File: src/rtl/core/rpr_pkg.sv
// ----------------------------------------------------------------------------
// Rotary position rotator package
// Shared payload types, register codes, angle constants and the constant
// functions that build the exponent root table.
// ----------------------------------------------------------------------------
`default_nettype none

package rpr_pkg;

    // Fixed field widths.
    localparam int SAMPLE_W = 16;
    localparam int E_W      = 21;   // exponent, Q5.16
    localparam int FRAC_W   = 16;
    localparam int F_W      = 31;   // 2^-e in Q30
    localparam int THETA_W  = 42;
    localparam int ANG_W    = 19;   // reduced angle before sign
    localparam int Z_W      = 20;   // signed CORDIC angle
    localparam int XY_W     = 32;   // CORDIC x/y, Q29

    localparam logic [ANG_W-1:0]      ANG_TWO_PI   = 19'd411775;
    localparam logic signed [Z_W-1:0] Z_TWO_PI     = 20'sd411775;
    localparam logic signed [Z_W-1:0] Z_PI         = 20'sd205887;
    localparam logic signed [Z_W-1:0] Z_HALF_PI    = 20'sd102944;
    localparam logic signed [XY_W-1:0] CORDIC_GAIN = 32'sd326016437;

    // Reciprocal of two pi for the angle reduction: floor(2^42 / 411775).
    localparam logic [23:0] TWO_PI_RECIP = 24'd10680703;

    localparam int ATAN_ENTRIES = 24;
    localparam logic signed [Z_W-1:0] ATAN_Q16 [ATAN_ENTRIES] = '{
        20'sd51472, 20'sd30386, 20'sd16055, 20'sd8150, 20'sd4091, 20'sd2047,
        20'sd1024,  20'sd512,   20'sd256,   20'sd128,  20'sd64,   20'sd32,
        20'sd16,    20'sd8,     20'sd4,     20'sd2,    20'sd1,    20'sd0,
        20'sd0,     20'sd0,     20'sd0,     20'sd0,    20'sd0,    20'sd0
    };

    // Configuration register indexes.
    typedef enum logic [1:0] {
        REG_POS_OFFSET = 2'd0,
        REG_ROT_DIMS   = 2'd1,
        REG_LOG2_BASE  = 2'd2,
        REG_FREQ_SCALE = 2'd3
    } t_reg_idx;

    typedef struct packed {
        logic                       mode;
        logic [15:0]                seq_index;
        logic [5:0]                 pair_index;
        logic signed [SAMPLE_W-1:0] x_first;
        logic signed [SAMPLE_W-1:0] x_second;
    } t_in;

    typedef struct packed {
        logic signed [SAMPLE_W-1:0] y_first;
        logic signed [SAMPLE_W-1:0] y_second;
    } t_out;

    // Per-transaction sideband carried down the pipeline.
    typedef struct packed {
        logic                       mode;
        logic                       pass;
        logic [15:0]                seq_index;
        logic signed [SAMPLE_W-1:0] x_first;
        logic signed [SAMPLE_W-1:0] x_second;
    } t_tag;

    // Integer square root, evaluated at elaboration only.
    function automatic logic [63:0] isqrt64(input logic [63:0] v_in);
        logic [63:0] v;
        logic [63:0] r;
        logic [63:0] b;
        v = v_in;
        r = '0;
        b = 64'd1 << 62;
        for (int i = 0; i < 32; i++) begin
            if (v >= r + b) begin
                v = v - (r + b);
                r = (r >> 1) + b;
            end else begin
                r = r >> 1;
            end
            b = b >> 2;
        end
        return r;
    endfunction

    // Root factor 2^(-2^-k) in Q30.
    function automatic logic [63:0] exp_root(input int k);
        logic [63:0] r;
        r = isqrt64(64'd1 << 59);
        for (int i = 1; i < k; i++) begin
            r = isqrt64(r << 30);
        end
        return r;
    endfunction

endpackage

`default_nettype wire

File: src/rtl/core/rpr_cordic.sv
// ----------------------------------------------------------------------------
// Rotation-mode CORDIC
// One micro-rotation per stage, starting from the gain constant on x.
// Final x and y are cosine and sine in Q29.
// ----------------------------------------------------------------------------
`default_nettype none

module rpr_cordic #(
    parameter int STAGES = 16,
    parameter int SIDE_W = 8
) (
    input  wire logic                                 i_clk,
    input  wire logic                                 i_rst_n,
    input  wire logic                                 i_valid,
    input  wire logic signed [rpr_pkg::Z_W-1:0]       i_z,
    input  wire logic [SIDE_W-1:0]                    i_side,
    output logic                                      o_valid,
    output logic signed [rpr_pkg::XY_W-1:0]           o_cos,
    output logic signed [rpr_pkg::XY_W-1:0]           o_sin,
    output logic [SIDE_W-1:0]                         o_side
);

    logic signed [rpr_pkg::XY_W-1:0] r_x    [STAGES];
    logic signed [rpr_pkg::XY_W-1:0] r_y    [STAGES];
    logic signed [rpr_pkg::Z_W-1:0]  r_z    [STAGES];
    logic [SIDE_W-1:0]               r_side [STAGES];
    logic [STAGES-1:0]               r_vld;

    for (genvar k = 0; k < STAGES; k++) begin : g_stg
        logic signed [rpr_pkg::XY_W-1:0] x_in;
        logic signed [rpr_pkg::XY_W-1:0] y_in;
        logic signed [rpr_pkg::Z_W-1:0]  z_in;
        logic [SIDE_W-1:0]               side_in;
        logic                            vld_in;
        logic signed [rpr_pkg::XY_W-1:0] dx;
        logic signed [rpr_pkg::XY_W-1:0] dy;

        if (k == 0) begin : g_first
            assign x_in    = rpr_pkg::CORDIC_GAIN;
            assign y_in    = '0;
            assign z_in    = i_z;
            assign side_in = i_side;
            assign vld_in  = i_valid;
        end else begin : g_next
            assign x_in    = r_x[k-1];
            assign y_in    = r_y[k-1];
            assign z_in    = r_z[k-1];
            assign side_in = r_side[k-1];
            assign vld_in  = r_vld[k-1];
        end

        assign dx = y_in >>> k;
        assign dy = x_in >>> k;

        always_ff @(posedge i_clk) begin
            if (!i_rst_n) begin
                r_vld[k] <= 1'b0;
            end else begin
                r_vld[k] <= vld_in;
            end
        end

        // Rotate toward zero residual angle.
        always_ff @(posedge i_clk) begin
            if (!z_in[rpr_pkg::Z_W-1]) begin
                r_x[k] <= x_in - dx;
                r_y[k] <= y_in + dy;
                r_z[k] <= z_in - rpr_pkg::ATAN_Q16[k];
            end else begin
                r_x[k] <= x_in + dx;
                r_y[k] <= y_in - dy;
                r_z[k] <= z_in + rpr_pkg::ATAN_Q16[k];
            end
            r_side[k] <= side_in;
        end
    end

    assign o_valid = r_vld[STAGES-1];
    assign o_cos   = r_x[STAGES-1];
    assign o_sin   = r_y[STAGES-1];
    assign o_side  = r_side[STAGES-1];

endmodule

`default_nettype wire

File: config.mk
export PLATFORM = sky130hd
export DESIGN_NAME = rpr_cordic
export DESIGN_NICKNAME = d
export VERILOG_FILES = /design/src/rtl/core/rpr_pkg.sv /design/src/rtl/core/rpr_cordic.sv
export SDC_FILE = /design/constraint.sdc
export NUM_CORES = 2
export LEC_CHECK = 0
export BUFFER_PORTS_ARGS = -buffer_cell sky130_fd_sc_hd__buf_4
export CAP_MARGIN = 20
export CORE_AREA = 2 2 401 403
export CTS_CLUSTER_DIAMETER = 50
export DETAILED_ROUTE_END_ITERATION = 8
export DIE_AREA = 0 0 403 405
export PLACE_DENSITY_LB_ADDON = 0.05
export SKIP_LAST_GASP = 1
export SLEW_MARGIN = 40
export SYNTH_ARGS = -nofsm -noshare
export SYNTH_HDL_FRONTEND = slang
export SYNTH_SLANG_ARGS = --single-unit
File: constraint.sdc
create_clock -name i_clk -period 4.44 [get_ports i_clk]
set_clock_uncertainty 0.15 [all_clocks]
set_input_delay 1.11 -clock i_clk [delete_from_list [all_inputs] [get_ports i_clk]]
set_output_delay 1.11 -clock i_clk [all_outputs]
set_load 0.05 [all_outputs]
==> impl_summary.txt <==
----------------------------------------------------
[Status]
  Status ... finished clean

[STA]
  Worst path setup slack after routing ... 0.133 ns
  Fin. max-slew vios ... 0
  Fin crit period ... roughly 4.3 ns
  Highest clock frequency the design can meet ... 232 MHz
  Number of endpoints with negative hold slack in the final report ... 0
  Max-slew headroom ... 47.0%
  Measured slew at the worst slew-check pin ... between 0.7 and 0.8 ns
  Final Cycle Share ... a little over nine tenths
  Unrepaired setup endpoints after global routing ... yes
  Number of failing setup endpoints in the final timing report ... 0

[Setup path]
  Worst Path Arrival ... between 4 and 5 ns
  Worst endpoint required time ... around 5 ns
  Critical path, cell by cell ... or4_4, nor4b_4, buf_4, and3_2, nor2_1, xor2_1, ha_1, a21o_1, a21o_1, a21oi_1, o21ai_1, o41a_1, a41oi_2, a21oi_4, a311o_1
  Worst Setup End Kind ... flop
  Highest cell delay on the worst timing path ... slightly below 0.6 ns
  Most numerous cell on the critical path ... a21o_1
  Worst-path fanout max ... 4
  Crit path kind ... flop to flop
  Critical Path Start Type ... flop
  CP max-delay cell ... or4_4

[Place]
  Placed cells ... about 13000
  Total placed instance area ... just under 100000 um^2
  Worst slack, placed ... -0.250 ns
  Final estimated routing congestion in global placement ... 0.960
  DP HPWL ... slightly above 200000 um
  Port Buf Inserts ... 103

[Clock tree]
  H-tree lvl count ... 4
  Bufs on Longest Clock Path ... 3
  Hold buffers post-CTS ... 0
  Clock buffers created by TritonCTS ... between 150 and 200
  Clock slew at the register clock pins of the worst setup and hold paths ... 0.06 ns
  Source-to-sink clock delay at the later pin of the worst-skew pair ... 0.84 ns
  CTS tree ... done
  Number of sinks handled by clock tree synthesis ... between 1000 and 1500
  Clk Tree Root Cell ... clkbuf_16

[Synth]
  Number of enable-type register cells in the synthesized netlist ... 0
  Synthesized area divided by synthesized cell count ... 8.71 um^2
  Dominant cells by area after synthesis ... dfxtp_1, ha_1, xnor2_1, a21oi_1, xor2_1
  Gate count after technology mapping ... ~11000
  Primary FF master, synth ... dfxtp_1
  Register bit count reported by yosys ... between 1000 and 1500
  Most frequently used cell type in the post-synthesis netlist ... dfxtp_1
  Cell Area, Synth ... ~93000 um^2
  Post-synthesis sequential area ratio ... roughly 29%
  Distinct cell type count of the synthesized netlist ... just under 90
  Count of warnings emitted by yosys ... 0
  Cell accounting for the most synthesized area ... dfxtp_1
  Most frequent cells after synthesis ... dfxtp_1, ha_1, a21oi_1
  Async set-reset flop share out of synthesis ... 0%
  Fraction of post-synthesis cell area in the top cell type by area ... between 20% and 30%

[Routing]
  Detailed Route Iter0 Violations ... about 5000
  Drt total wl ... roughly 250000 um
  Routed via count ... 78900
  Initial DRT Pass Iterations ... 6
  Routed length per instance ... about 19 um
  Remaining routing DRC violations ... 0
  Via count normalized by instance count ... between 5 and 6
  Number of nets with antenna violations after routing ... 0

[GRT]
  Antenna violations before repair ... 5
  Number of global-route vias before repair ... around 76000
  Remaining global-route overflow ... 0
  Global-route wire length before repair ... around 400000 um
  Total global-route track usage ... 30.1%
  Pin count of the biggest net entering global routing ... 62

[Floorplanning]
  Core Area ... roughly 160000 um^2
  Initial standard-cell utilization of the core ... between 50% and 60%
  I/O pins ... 104
  Vert. Die Dim ... ~410 um
  DIE AREA ... between 150000 and 200000 um^2
  Horiz. Die Dim ... roughly 400 um
  Number of placement rows ... about 150

[Final layout]
  Final-layout fill cell count ... roughly 13000
  Final net count ... about 13000
  Layout Utilization ... 67.2%
  Final standard cell area without fillers ... ~110000 um^2
  Synth-to-Final Area Change ... 14.8%
  Fraction of final layout cells with drive strength greater than 1 ... 11.2%
  Final Instance Count excl. Fillers ... about 14000

[Min path]
  Tightest Hold Check Type ... flop to flop

[Run]
  Max Cap Viol ... 0

----------------------------------------------------
flip-flops by register name (all words and copies together) (netlist names):
name	cells
g_stg.vld_in	15
r_z	263
r_y	481
r_x	478
o_valid	1
r_side	128
worst paths after layout:
path                       from            end  slack (ns)  cells after the start
setup / recovery     r_y[0][73]     r_x[1][60]        0.13                     15
hold / removal    r_side[0][42]  r_side[0][50]        0.17                      0
setup reg to reg     r_y[0][73]     r_x[1][60]        0.13                     15
hold reg to reg   r_side[0][42]  r_side[0][50]        0.17                      0
kinds of logic (layout without fill, tap and decap cells):
| logic type | count (synthesis) | in the layout | share of synthesized area [%] |
|---|---|---|---|
| simple gates | 2717 | 2717 | 14.1 |
| buf+inv | 623 | 1343 | 2.51 |
| compound gates | 3030 | 3030 | 20.6 |
| mux | 112 | 112 | 1.28 |
| flops | 1366 | 1366 | 29.4 |
| other cells | 2 | 7 | 0.00806 |
| xor+xnor | 1586 | 1586 | 14.9 |
| fa+ha+maj | 1258 | 1258 | 17.2 |
placed cells by master, fill, tap and decap left out, types with 28 or more instances in the layout:
master,Yosys,layout
or3_1,66,59
a31oi_1,112,106
nand4_1,77,77
nor2_1,917,902
dfxtp_1,1366,1348
or2_2,33,31
and3_1,88,83
o21ai_1,8,29
a21oi_2,1,34
xnor2_1,1032,1029
o21a_1,151,151
nand2b_1,143,141
xor2_1,554,553
nor4_1,72,54
nand2_1,515,508
mux2i_1,57,57
o21ai_0,452,426
nand3_1,175,175
o21bai_1,151,151
inv_1,452,447
and2_1,84,80
nor2b_1,108,104
a21oi_1,1136,1102
a21o_1,442,442
buf_4,0,581
a21boi_0,30,28
mux2_2,55,55
clkbuf_16,0,167
fa_1,43,43
ha_1,1215,1207
o31a_1,31,31
o211ai_1,53,53
o31ai_1,43,35
a211oi_1,94,82
nor3_1,304,284
critical path, delay by kind of cell (launching register included):
family | cells | cell delay [ns]
AO/OA/AOI/OAI | 8 | 1.83
AND/OR/NAND/NOR | 4 | 1.16
adder cells (fa/ha/maj) | 1 | 0.36
flip-flops | 1 | 0.35
buffers and inverters | 1 | 0.18
XOR/XNOR | 1 | 0.15
per-stage QoR:
stage / setup TNS [ns] / hold WS (ns)
2_1_floorplan: -0.0156 / 0.160
3_3_place_gp: -1.13 / 0.160
3_5_place_dp: -1.24 / 0.162
4_1_cts: -0.0977 / 0.164
5_1_grt: -1.24 / 0.177
6_report: 0 / 0.171
cell type report:
class	instances	area, um^2	area share [%]
sequential	1366	27400	25.6
multi-input combinational	8708	64900	60.7
timing repair buffer	585	4440	4.15
clock inverter	105	1490	1.39
tap	2086	2610	2.44
inverter	452	1700	1.59
antenna	2	5.00	0.00468
clock buffer	201	4480	4.19
timing repair:
action | in CTS | in global routing
pin swaps | 7 | 95
hold endpoints to repair | 0 | 0
buffers inserted | 1 | 31
gates cloned | 0 | 0
resized for setup | 32 | 289
endpoints found under the setup margin | 25 | 152
metal layers:
metal	up-vias	share of wire, %	global-route usage (%)
met5	-	0.013	0
li1	39500	-	-
met3	487	4.7	4.07
met1	37100	43	36.5
met2	1849	48	53.5
met4	4	4.0	12.1
Power is left out: the tool's default activity adds up to more than one toggle a clock period on the data nets, which glitch-free logic cannot reach.
