[config.mk]
export PLATFORM = sky130hd
export DESIGN_NAME = rpr_div
export DESIGN_NICKNAME = d
export VERILOG_FILES = /design/src/rtl/core/rpr_div.sv
export SDC_FILE = /design/constraint.sdc
export NUM_CORES = 1
export LEC_CHECK = 0
export BUFFER_PORTS_ARGS = -buffer_cell sky130_fd_sc_hd__clkbuf_2
export CAP_MARGIN = 10
export CORE_ASPECT_RATIO = 0.6
export CORE_MARGIN = 3
export CORE_UTILIZATION = 60
export DETAILED_ROUTE_END_ITERATION = 6
export PLACE_DENSITY = 0.8
export SLEW_MARGIN = 30
export SYNTH_ARGS = -nofsm -noshare
export SYNTH_HDL_FRONTEND = slang
export SYNTH_SLANG_ARGS = --single-unit
[constraint.sdc]
create_clock -name i_clk -period 19.8 [get_ports i_clk]
set_input_delay 2.97 -clock i_clk [delete_from_list [all_inputs] [get_ports i_clk]]
set_output_delay 2.97 -clock i_clk [all_outputs]
set_load 0.02 [all_outputs]
[src/rtl/core/rpr_div.sv]
// ----------------------------------------------------------------------------
// Pipelined restoring divider
// Produces a few quotient bits per stage; the numerator must be below the
// divisor shifted by the quotient width. A sideband word rides along.
// ----------------------------------------------------------------------------
`default_nettype none

module rpr_div #(
    parameter int NUM_W  = 28,
    parameter int DEN_W  = 8,
    parameter int Q_BITS = 21,
    parameter int STEPS  = 3,
    parameter int SIDE_W = 8
) (
    input  wire logic              i_clk,
    input  wire logic              i_rst_n,
    input  wire logic              i_valid,
    input  wire logic [NUM_W-1:0]  i_num,
    input  wire logic [DEN_W-1:0]  i_den,
    input  wire logic [SIDE_W-1:0] i_side,
    output logic                   o_valid,
    output logic [Q_BITS-1:0]      o_quot,
    output logic [NUM_W-1:0]       o_rem,
    output logic [SIDE_W-1:0]      o_side
);

    localparam int W    = (NUM_W > DEN_W + Q_BITS) ? NUM_W : DEN_W + Q_BITS;
    localparam int NSTG = (Q_BITS + STEPS - 1) / STEPS;

    logic [W-1:0]      r_rem  [NSTG];
    logic [Q_BITS-1:0] r_q    [NSTG];
    logic [SIDE_W-1:0] r_side [NSTG];
    logic [NSTG-1:0]   r_vld;

    for (genvar s = 0; s < NSTG; s++) begin : g_stg
        logic [W-1:0]      rem_in;
        logic [Q_BITS-1:0] q_in;
        logic [SIDE_W-1:0] side_in;
        logic              vld_in;
        logic [W-1:0]      n_rem;
        logic [Q_BITS-1:0] n_q;

        if (s == 0) begin : g_first
            assign rem_in  = W'(i_num);
            assign q_in    = '0;
            assign side_in = i_side;
            assign vld_in  = i_valid;
        end else begin : g_next
            assign rem_in  = r_rem[s-1];
            assign q_in    = r_q[s-1];
            assign side_in = r_side[s-1];
            assign vld_in  = r_vld[s-1];
        end

        // Trial subtract for each quotient bit handled by this stage.
        always_comb begin
            int          bp;
            logic [W-1:0] trial;
            n_rem = rem_in;
            n_q   = q_in;
            for (int j = 0; j < STEPS; j++) begin
                bp    = Q_BITS - 1 - s * STEPS - j;
                trial = '0;
                if (bp >= 0) begin
                    trial = W'(i_den) << bp;
                    if (n_rem >= trial) begin
                        n_rem = n_rem - trial;
                        n_q   = n_q | (Q_BITS'(1) << bp);
                    end
                end
            end
        end

        always_ff @(posedge i_clk) begin
            if (!i_rst_n) begin
                r_vld[s] <= 1'b0;
            end else begin
                r_vld[s] <= vld_in;
            end
        end

        always_ff @(posedge i_clk) begin
            r_rem[s]  <= n_rem;
            r_q[s]    <= n_q;
            r_side[s] <= side_in;
        end
    end

    assign o_valid = r_vld[NSTG-1];
    assign o_quot  = r_q[NSTG-1];
    assign o_rem   = r_rem[NSTG-1][NUM_W-1:0];
    assign o_side  = r_side[NSTG-1];

endmodule

`default_nettype wire

==> impl_metrics.py, run 1 <==
metrics = {
    "yosys": {
        "synthMuxAreaShare": 0.02947,
        "synth-compound-area-share": 0.2143,
        "yosys.area_share.simple": 0.2222,
        "yosysTopAreaCell": "dfxtp_1",
        "synth.distinct_cells": 113,
        "ys_seq_elements": 349,
        "synth_edf_count": 0,
        "ys.flop_type": "dfxtp_1",
        "synth_top_family_by_area": "simple AND/OR/NAND/NOR gates",
        "synthCells": 2793,
        "synthTopCellsByCount": "349 x dfxtp_1, 251 x nor2_1, 203 x a21oi_1",
        "avgSynthCellArea_sq_um": 8.422,
        "yosys-top-cells-area": "dfxtp_1 30%, ha_1 8.9%, xnor2_1 7.0%",
        "synth_fa_ha_area_frac": 0.1072,
        "synth_top_area_frac": 0.2970,
        "yosys_warnings": 0,
        "ys_seq_area_frac": 0.2970,
        "synth.most_common_cell": "dfxtp_1",
        "synth_nets": 3029,
        "async_flop_share": 0,
        "syn-cell-area_sq_um": 23520,
        "synth_xor_xnor_area_share": 0.09495,
    },
    "clock_tree": {
        "cts_root_buffer": "clkbuf_16",
        "cts_buffers": 35,
        "cts_tree": "built",
        "path_clk_slew_ns": 0.07,
        "cts_resized": 0,
        "cts_sinks": 349,
        "cts_max_path_buffers": 3,
        "postCtsSetupBuffers": 0,
        "cts_hold_buf": 0,
        "htreeDepth": 2,
        "clock_latency_ns": 0.55,
    },
    "timing": {
        "worst_pin_slew_ns": 0.9883,
        "tns_ns": 0,
        "timing.hold.ws_ns": 0.3188,
        "fin_crit_ns": 12.83,
        "fin_crit_sh": 0.6481,
        "max_freq_mhz": 77.92,
        "rsz0062_at_grt": "false",
        "report.final.slew_viol_count": 0,
        "setup_viol": 0,
        "hold_viol": 0,
        "slew_headroom": 0.3371,
        "finalClockSkew_ns": 0.02556,
    },
    "worst_setup_path": {
        "r2r_start": "r_rem[2][11]$_DFF_P_",
        "worstSetupEndpointType": "flip-flop",
        "critPathMaxFanout": 34,
        "cp_num_buf_inv": 7,
        "startpoint_type": "primary input",
        "crit_type": "in2reg",
        "worstReg2RegEnd": "r_rem[3][22]$_DFF_P_",
        "crit_slowest_cell": "nor3b_1",
        "worstPathArrival_ns": 13.31,
        "path_delay_family": "compound AO/OA/AOI/OAI gates",
        "critPathRequiredTime_ns": 20.28,
        "crit_path_frequent_cell": "a21o_1",
        "reg2reg_slack_ns": 9.70,
        "slowest_delay_ns": 0.67,
        "r2r_cells": 35,
    },
    "final_layout": {
        "syn_to_final_growth_pct": 9.229,
        "multi_input_comb_area_sq_um": 15750,
        "finalNetCount": 3116,
        "seqCellArea_sq_um": 6987,
        "drive_gt1_frac": 0.09642,
        "fillers": 3168,
    },
    "global_routing": {
        "grtUsageTotal": 0.3272,
        "antenna_found_initial": 1,
        "grt_pass1_wl_um": 110100,
        "grt_overflow": 0,
        "grt_max_degree": 37,
        "grt_pass1_vias": 20140,
    },
    "drt": {
        "drt-wirelength-per-cell_um": 20.78,
        "routed_wl_um": 71030,
        "dr.pass1.iters": 7,
        "drt_iter0_markers": 3099,
        "drc_errors": 0,
        "routed_via_density": 6.507,
        "vias": 22240,
        "ant_nets": 0,
    },
    "status": {
        "status": "finished, final reports clean",
    },
    "floorplanning": {
        "dieWidth_um": 261.6,
        "dieArea_sq_um": 41690,
        "die_y_um": 159.4,
        "coreArea_sq_um": 38190,
        "start_util": 0.6159,
        "num_io_pins": 105,
        "fp-row-count": 55,
    },
    "place": {
        "gp_congestion": 1.030,
        "dp_hpwl_um": 54170,
        "io_buffers": 104,
    },
    "min_path": {
        "hp-class": "reg2reg",
        "hold_depth": 0,
        "min_from": "r_side[4][7]$_DFF_P_",
        "hold_path_end": "r_side[5][7]$_DFF_P_",
    },
    "job": {
        "maxCapViolations": 0,
    },
}
per-stage QoR:
| stage | instance area (sq um) | cells | setup WS, ns | util |
|---|---|---|---|---|
| 2_1_floorplan | 23520 | 2793 | 8.678 | - |
| 3_3_place_gp | 24500 | 3356 | 6.587 | 0.6416 |
| 3_5_place_dp | 24510 | 3356 | 6.511 | 0.6417 |
| 4_1_cts | 25670 | 3417 | 7.025 | 0.6721 |
| 5_1_grt | 25690 | 3418 | 6.208 | 0.6727 |
| 6_report | 25690 | 3418 | 6.967 | 0.6727 |
state kept, by name (all words and copies together), names as in the netlist:
| signal | flops |
|---|---|
| r_side | 56 |
| r_q | 84 |
| o_valid | 1 |
| g_stg.vld_in | 6 |
| r_rem | 202 |
worst max path at each step:
stage                     cells past startpoint      from                   end
after global placement                       36  i_den[1]  r_rem[3][22]$_DFF_P_
after detailed placement                     36  i_den[1]  r_rem[3][22]$_DFF_P_
after CTS                                    36  i_den[1]  r_rem[3][22]$_DFF_P_
after floorplan                              37  i_den[1]  r_rem[1][25]$_DFF_P_
final                                        36  i_den[1]  r_rem[3][22]$_DFF_P_
after global routing                         36  i_den[1]  r_rem[3][22]$_DFF_P_
layout by cell type (no fill, tap or decap), drive strengths merged, types with 20 or more instances in the layout:
cell type,instances
or3,29
and3,20
mux2,31
nand4,59
o21bai,20
a21o,67
nand3,74
mux2i,34
o21ai,148
dfxtp,349
clkbuf,148
o21a,33
inv,135
nor3b,20
ha,168
nor3,81
a211oi,46
nor2,253
nor4,41
fa,21
o31ai,29
and2,37
a21oi,205
nand2b,37
nand2,191
o211ai,30
xnor2,187
xor2,68
nor2b,35
logic make-up (layout without fill, tap and decap cells):
group	after synthesis	in the layout
and+or+nand+nor	983	983
AOI/OAI and AO/OA	746	746
DFF	349	349
xor gates and xnor gates	255	255
buffers and inverters	206	317
adders and majority gates	189	189
muxes	65	65
other	0	1
final cells by class:
type,count,share of cell area
Antenna cell,1,0.00009740
Clock buffer,44,0.03740
Clock inverter,17,0.007743
Inverter,136,0.01987
Multi-Input combinational cell,2238,0.6130
Sequential cell,349,0.2719
Tap cell,513,0.02498
Timing Repair Buffer,120,0.02493
per-layer routing:
layer  GRT usage  vias up  share of wire
li1            -    10400              -
met1      0.5149    10410           0.47
met2      0.4195     1336           0.37
met3      0.1241       95           0.15
met4     0.04882        0          0.013
met5           0        -              0
worst register-to-register path: cells and delay by family, from the launching register on:
kind | cells | cell delay, ns
DFF | 1 | 0.31
buffers and inverters | 5 | 1.06
adders and majority gates | 4 | 1.19
and+or+nand+nor | 10 | 3.39
AOI/OAI and AO/OA | 15 | 3.91
xor gates and xnor gates | 1 | 0.17
Power of run 1 is left out: the tool's default activity adds up to more than one toggle a clock period on the data nets, which glitch-free logic cannot reach.
==> run 2: changes to the inputs <==
==> constraint.sdc (replaced) <==
create_clock -name i_clk -period 13.3 [get_ports i_clk]
set_input_delay 1.995 -clock i_clk [delete_from_list [all_inputs] [get_ports i_clk]]
set_output_delay 1.995 -clock i_clk [all_outputs]
set_load 0.02 [all_outputs]
==> run 2 against run 1 <==
Effect of this change:
- cell count about the same
- wire length is 1.4% higher
- first-iteration DRC count decreased by 6.1%
- sequential cell count did not move
- count of clock-buffer cells in the layout stayed put
- clock skew fell by 0.0069 ns
- critical endpoint is now r_rem[0][24]$_DFF_P_
- register-to-register slack worse by 6.1 ns
==> impl_metrics.py, run 2 (same netlist as run 1, synthesis figures left out) <==
metrics = {
    "worst_setup_path": {
        "cp-startpoint": "i_den[1]",
        "reg2reg_slack_ns": 3.62,
        "critPathRequiredTime_ns": 13.71,
        "crit_slowest_cell": "nand4_1",
        "slowest_delay_ns": 0.67,
        "worstPathArrival_ns": 12.00,
        "crit_type": "in2reg",
        "startpoint_type": "primary input",
        "worstReg2RegEnd": "r_rem[1][25]$_DFF_P_",
        "worstSetupEndpointType": "flip-flop",
        "r2r_cells": 36,
        "critPathMaxFanout": 32,
        "r2r_start": "r_rem[0][17]$_DFF_P_",
    },
    "clock_tree": {
        "cts_tree": "built",
        "cts_sinks": 349,
        "postCtsSetupBuffers": 0,
        "cts_max_path_buffers": 3,
        "cts_hold_buf": 0,
        "clock_latency_ns": 0.54,
        "cts_buffers": 35,
        "htreeDepth": 2,
        "cts_root_buffer": "clkbuf_16",
        "path_clk_slew_ns": 0.07,
        "cts_resized": 0,
    },
    "final_layout": {
        "final_cell_mix": "349 x dfxtp_1, 251 x nor2_1, 203 x a21oi_1, 190 x nand2_1, 187 x xnor2_1",
        "multi_input_comb_area_sq_um": 15740,
        "utilization": 0.6756,
        "finalNetCount": 3120,
        "antenna_cells": 0,
        "drive_gt1_frac": 0.09770,
        "seqCellArea_sq_um": 6987,
        "syn_to_final_growth_pct": 9.703,
        "top_register": "r_rem",
        "final_common_cell": "dfxtp_1",
        "fillers": 3053,
        "largest_reg_flops": 202,
        "reg_top3": "r_rem: 202 flops, r_q: 84 flops, r_side: 56 flops",
    },
    "status": {
        "status": "finished, final reports clean",
    },
    "timing": {
        "slew_headroom": 0.3071,
        "max_freq_mhz": 86.23,
        "finalClockSkew_ns": 0.01861,
        "rsz0062_at_grt": "false",
        "setup_viol": 0,
        "tns_ns": 0,
        "fin_crit_sh": 0.8720,
        "hold_viol": 0,
        "worst_pin_slew_ns": 1.029,
        "fin_crit_ns": 11.60,
        "report.final.slew_viol_count": 0,
    },
    "drt": {
        "vias": 22280,
        "routed_wl_um": 71990,
        "drt-wirelength-per-cell_um": 21.05,
        "ant_nets": 0,
        "routed_via_density": 6.515,
        "dr.pass1.iters": 6,
        "drt_iter0_markers": 2911,
        "drc_errors": 0,
    },
    "global_routing": {
        "grt_pass1_vias": 20100,
        "grt_overflow": 0,
        "grtUsageTotal": 0.3338,
        "grt_max_degree": 34,
        "antenna_found_initial": 0,
        "grt_pass1_wl_um": 111700,
    },
    "place": {
        "io_buffers": 104,
        "dp_hpwl_um": 55040,
        "gp_congestion": 1.052,
    },
    "floorplanning": {
        "dieWidth_um": 261.6,
        "num_io_pins": 105,
        "start_util": 0.6159,
        "dieArea_sq_um": 41690,
        "fp-row-count": 55,
        "coreArea_sq_um": 38190,
        "die_y_um": 159.4,
    },
    "min_path": {
        "hp-class": "reg2reg",
        "min_from": "r_q[5][20]$_DFF_P_",
        "hold_depth": 0,
        "hold_path_end": "r_q[6][20]$_DFF_P_",
    },
    "job": {
        "maxCapViolations": 0,
    },
}
==> run 2: critical path, delay by kind of cell <==
kind,cells,cell delay [ns]
AO/OA/AOI/OAI,22,5.02
adder cells (fa/ha/maj),3,1.22
buffers and inverters,4,1.25
multiplexers,1,0.55
AND/OR/NAND/NOR,4,1.93
==> run 2: layer usage <==
metal  GRT usage  wire length [um]  vias to the layer above
li1            -                 -                    10400
met1      0.5335             34410                    10440
met2      0.4218             26260                     1325
met3      0.1124             10040                      123
met4     0.05964              1161                        2
met5     0.02083               122                        -
==> run 2: through the flow <==
step	setup slack, ns	cells	hold slack, ns	cell area [sq um]
4_1_cts	2.013	3420	0.3206	25800
3_5_place_dp	1.592	3360	0.3121	24540
2_1_floorplan	3.153	2793	0.3096	23520
6_report	1.703	3420	0.3177	25800
5_1_grt	1.046	3420	0.3255	25800
3_3_place_gp	1.902	3360	0.3095	24530
==> run 2: layout make-up <==
type                            count  share of cell area
Multi-Input combinational cell   2238              0.6099
Sequential cell                   349              0.2708
Clock buffer                       44             0.03845
Timing Repair Buffer              124             0.02599
Tap cell                          513             0.02488
Inverter                          136             0.01978
Clock inverter                     16             0.01028
==> run 2: worst max-delay path by stage <==
| stage | end | slack (ns) |
|---|---|---|
| after global routing | r_rem[0][24]$_DFF_P_ | 1.05 |
| after floorplan | r_rem[1][25]$_DFF_P_ | 3.15 |
| after detailed placement | r_rem[5][16]$_DFF_P_ | 1.59 |
| final | r_rem[0][24]$_DFF_P_ | 1.70 |
| after CTS | r_rem[0][24]$_DFF_P_ | 2.01 |
| after global placement | r_rem[2][21]$_DFF_P_ | 1.90 |
Power of run 2 is left out for the same reason.
